`config.mk`:
```
export PLATFORM = sky130hd
export DESIGN_NAME = dmct_ctrl
export DESIGN_NICKNAME = d
export VERILOG_FILES = /design/src/sv/dmct_pkg.sv /design/src/sv/dmct_ctrl.sv
export SDC_FILE = /design/constraint.sdc
export NUM_CORES = 1
export LEC_CHECK = 0
export ABC_AREA = 1
export ABC_CLOCK_PERIOD_IN_PS = 1500
export BUFFER_PORTS_ARGS = -buffer_cell sky130_fd_sc_hd__buf_2
export CAP_MARGIN = 20
export CORE_AREA = 2 2 39 41
export DETAILED_ROUTE_END_ITERATION = 10
export DIE_AREA = 0 0 41 43
export GPL_ROUTABILITY_DRIVEN = 0
export PLACE_DENSITY = 0.35
export SETUP_SLACK_MARGIN = 0.15
export SYNTH_ARGS = -nofsm -noshare
export SYNTH_HDL_FRONTEND = slang
export SYNTH_SLANG_ARGS = --single-unit
```
`constraint.sdc`:
```
create_clock -name clk -period 1.5 [get_ports clk]
set_input_delay 0.3 -clock clk [delete_from_list [all_inputs] [get_ports clk]]
set_output_delay 0.3 -clock clk [all_outputs]
set_load 0.01 [all_outputs]
```
`src/sv/dmct_pkg.sv`:
```
package dmct_pkg;

  // Defaults for the top-level parameters
  localparam int DEF_TABLE_SLOTS = 16384;
  localparam int DEF_COUNT_BITS  = 16;

  // Fixed field widths
  localparam int ACTION_W    = 2;
  localparam int KEY_W       = 64;
  localparam int COUNT_OUT_W = 16;
  localparam int TOTAL_W     = 32;

  // Slot reduction: key bits consumed per iteration, and iterations per key
  localparam int REDUCE_BITS  = 4;
  localparam int REDUCE_STEPS = KEY_W / REDUCE_BITS;

  // Action codes
  localparam logic [ACTION_W-1:0] ACT_ADD    = 2'd0;
  localparam logic [ACTION_W-1:0] ACT_REMOVE = 2'd1;
  localparam logic [ACTION_W-1:0] ACT_GET    = 2'd2;

  // Controller states
  typedef enum logic [1:0] {
    ST_CLEAR,
    ST_IDLE,
    ST_INDEX,
    ST_UPDATE
  } state_t;

  // Commands from controller to datapath
  typedef struct packed {
    logic clr_step;
    logic load;
    logic reduce_step;
    logic read;
    logic commit;
  } cmd_t;

  // Status from datapath to controller
  typedef struct packed {
    logic clear_last;
    logic index_ready;
    logic out_free;
  } status_t;

endpackage

```
`src/sv/dmct_ctrl.sv`:
```
module dmct_ctrl (
  input  logic              clk,
  input  logic              rst,
  input  logic              item_valid,
  output logic              item_stall,
  input  dmct_pkg::status_t status,
  output dmct_pkg::cmd_t    cmd
);

  import dmct_pkg::*;

  state_t state;
  state_t state_next;

  // State register
  always_ff @(posedge clk) begin
    if (rst) begin
      state <= ST_CLEAR;
    end else begin
      state <= state_next;
    end
  end

  // Next state
  always_comb begin
    state_next = state;
    case (state)
      ST_CLEAR: begin
        if (status.clear_last) begin
          state_next = ST_IDLE;
        end
      end
      ST_IDLE: begin
        if (item_valid) begin
          state_next = ST_INDEX;
        end
      end
      ST_INDEX: begin
        if (status.index_ready) begin
          state_next = ST_UPDATE;
        end
      end
      ST_UPDATE: begin
        if (status.out_free) begin
          state_next = ST_IDLE;
        end
      end
      default: state_next = ST_CLEAR;
    endcase
  end

  // Commands
  always_comb begin
    cmd        = '0;
    item_stall = 1'b1;
    case (state)
      ST_CLEAR: begin
        cmd.clr_step = 1'b1;
      end
      ST_IDLE: begin
        item_stall = 1'b0;
        cmd.load   = item_valid;
      end
      ST_INDEX: begin
        cmd.read        = status.index_ready;
        cmd.reduce_step = !status.index_ready;
      end
      ST_UPDATE: begin
        cmd.commit = status.out_free;
      end
      default: begin
        cmd = '0;
      end
    endcase
  end

endmodule

```
Word level (Yosys, flattened, before mapping)
Index checks and enable logic that the tools add are counted.
W data, S select, Z words.
{"block": "totals", "regBits": 2, "in_bits": 6, "out_inout_bits": 6, "word_cells": 21}
{"block": "classes", "eq_ne": 7, "n_mux": 10, "n_reduce_logical": 3}
{"cell": "$mux W2", "count": 5}
{"cell": "$ne A2 B2 Y1 const B", "count": 4}
{"cell": "$pmux W2 S4", "count": 1}
{"cell": "$eq A2 B2 Y1 const B", "count": 2}
{"cell": "$mux W1", "count": 4}
{"cell": "$reduce_and A4 Y1", "count": 1}
{"cell": "$eq A2 B1 Y1 const B", "count": 1}
{"cell": "$logic_not A2 Y1", "count": 1}
{"cell": "$logic_not A1 Y1", "count": 1}

Depth between registers and ports, before layout
{"block": "logic_depth", "word_depth": 3, "mapped_depth": 8, "mapped_depth_nobuf": 8}

Least setup slack after synthesis
No wires, ideal clock.
{"block": "synth_path", "kind": "reg-to-reg", "startpoint": "register state[0]", "endpoint": "register state[0]", "setup_ns": 0.113, "t_arrival_ns": 1.045, "t_required_ns": 1.387, "slack_ns": 0.342, "stages_incl_launch_ff": 9, "n_path_buf": 0, "synth_period_minus_slack_ns": 1.158, "cell_sequence": "dfxtp_1 > inv_1 > ha_1 > nand2_1 > nand2_2 > nor2_4 > nand2_1 > nand2_1 > nor2_1"}
{"block": "synth_via", "elab_chain_cells": 3, "elab_cells_between_ends": 10, "cone_classes": "7 x eq/ne; 1 x mux; 2 x reduce/logical"}
{"item": "start, declared", "line_no": "dmct_ctrl.sv:12", "rtl": "state_t state;"}
{"item": "start signal, assigned", "line_no": "dmct_ctrl.sv:20", "rtl": "state <= state_next;"}
{"item": "$eq A2 B2 Y1, or another cell as far along", "line_no": "dmct_ctrl.sv:27", "rtl": "case (state)"}
{"item": "$ne A2 B2 Y1 (no source line)"}
{"item": "$reduce_and A4 Y1 (no source line)"}
Parallel ways exist; a longest one is shown, timed or not.
A chain may end at the register's enable or synchronous reset.

==> reports/results.txt <==
Outcome - finished, final reports clean
Clock buffer depth - 2
Hold WS - 312.0 ps
DR WL/cell - 6.397 µm
Number of CTS-inserted buffers - 3
H-tree depth - 1
Largest net degree at the start of global routing - 5
Most frequent cells in the layout - buf_2 (11), inv_1 (10), nand2_1 (9), nor2_1 (4)
Via count - 230
FF+latch area - 47.55 µm²
Routed WL - 435 µm
Fill cell count - 174
I/O pin total - 12
CP Max Fanout - 4
Via-per-instance ratio - 3.382
Worst Tran Pin Value - 104.8 ps
Worst VDD drop - 0.4197 mV
Worst-path clk slew - 30 ps
First-pass GRT wire length - 614 µm
Multi-input combinational cell area - 165.2 µm²
Number of synthesized register bits - 2
Peak per-stage delay on the critical path - 370 ps
Max_cap viols - 0
Final hold violations - 0
Synth Area in Adders - 22.86%
Crit-path cells - inv_4, ha_4, nand2_4, inv_2, buf_2
Die H - 43 µm
GR Overflow Total - 0
Unique masters post-synth - 7
Total power - 633.1 µW
Global Route Usage Sum - 5.711%
Compound-gate portion of the synthesized area - 0%
Core Region - 0.001384 mm²
Final HPWL DP - 319.7 µm
Max reg flops - 2
Drt initial violations - 3
Slew Limit Fails - 0
CP Class - flip-flop to output pin
Cts hold-fix bufs - 0
Die width - 41 µm
Clk_lat worst skew - 220 ps
Drt pass-1 iters - 2
RSZ-0062 raised after global routing - true
Main combinational cell family by area after synthesis - simple AND/OR/NAND/NOR gates
Vias in the first global route - 179
Hold Crit Class - primary input to flip-flop
# rows - 14
Clock Sinks - 2
Leak Pwr - 0.0002433 µW
Kind of end point of the critical path - output pin
Multiplexer area fraction after synthesis - 0%
Commonest non-fill, non-tap cell in the layout - buf_2
Root buffer cell - clkbuf_4
Area Growth Syn to Fin - 69.71%
Clock skew - 0.9266 ps
Startpoint type of the worst setup path - flip-flop
Share of layout cells above drive strength 1 - 51.92%
Post-route ant nets - 0
Cell count after synthesis - 37
Synth Cell Area - 219.0 µm²
Buffers on Ports - 11
Post-Synth Simple-Gate Area - 36.57%
Mean Syn Cell Area - 5.918 µm²
Period utilization - 87.00%
Fmax - 766.3 MHz
Min cycle time layout - 1305 ps
PD cells - 1704 mW/mm²
DRC - 0
TNS Setup - 0 ps
Relative slew margins - 93.00%
Initial Util - 15.82%
Worst EP arrival - 1000 ps
TritonCTS clock tree - built
Reg with most FFs - state
Sequential share of the synthesized area - 18.29%
Die area - 0.001763 mm²
Warnings, synthesis - 0
Diode count - 0
Final nets - 64
Initial antenna violation count - 0
Mapped Nets - 47
Final setup violation count - 0
XOR/XNOR Fraction of Synth Area - 0%
Max stage delay cell, worst path - dfxtp_4
WP data required - 1200 ps
Regs by FF count - state: 2 flops
layout make-up:
| type | count | area share, % |
|---|---|---|
| multi-input combinational | 22 | 44.44 |
| inverter | 13 | 14.48 |
| timing repair buffer | 12 | 16.84 |
| clock buffer | 3 | 6.061 |
| sequential | 2 | 12.79 |
| tap | 16 | 5.387 |
worst max-delay path: cells and delay by family (launching register included):
| kind | cells | cell delay (ps) |
|---|---|---|
| flops | 1 | 370 |
| simple gates | 1 | 60 |
| buf+inv | 3 | 190 |
| fa+ha+maj | 1 | 160 |
worst paths after layout:
path	slack (ps)	endpoint	cells past startpoint	start
min	310	state[1]	4	rst
min reg2reg	540	state[0]	2	state[0]
max reg2reg	350	state[1]	8	state[0]
max	200	cmd[2]	5	state[0]
kinds of logic (layout without fill, tap and decap cells):
group,after synthesis,in the layout
simple gates,18,18
flops,2,2
buf+inv,13,28
fa+ha+maj,4,4
synthesized netlist by cell type:
cell      n  share of area [%]
nor2_4    1                5.1
nand2_2   2                5.7
ha_1      4                 23
inv_1    13                 22
nand2_1  11                 19
dfxtp_1   2                 18
nor2_1    4                6.9
repair_timing:
item	in CTS	in global routing
setup endpoints to repair	4	4
buffers inserted	0	1
hold endpoints to repair	0	0
gates resized for setup	5	11
pin swaps	0	3
per-layer routing:
layer	track usage, %	share of wire (%)	up-vias
met4	8.000	0	0
met1	6.070	44	91
met3	3.141	8.3	0
met2	6.250	47	9
li1	-	-	130
met5	0	0	-
through the flow:
step	worst slack [ps]	instances	instance area [µm²]	util, %
floorplan	341.9	37	219.0	-
global placement	268.0	64	294.0	21.25
CTS	139.0	67	324.1	23.42
global route	139.6	68	371.6	26.85
finish	195.0	68	371.6	26.85
detailed placement	289.2	64	294.0	21.25
report_power, final:
group | total [µW] | internal [µW] | switching (µW)
registers | 139 | 92.5 | 46.6
clock network | 118 | 88.2 | 29.7
logic | 376 | 176 | 200
total | 633 | 357 | 276
Note: power is estimated with default switching activity, not from simulation.
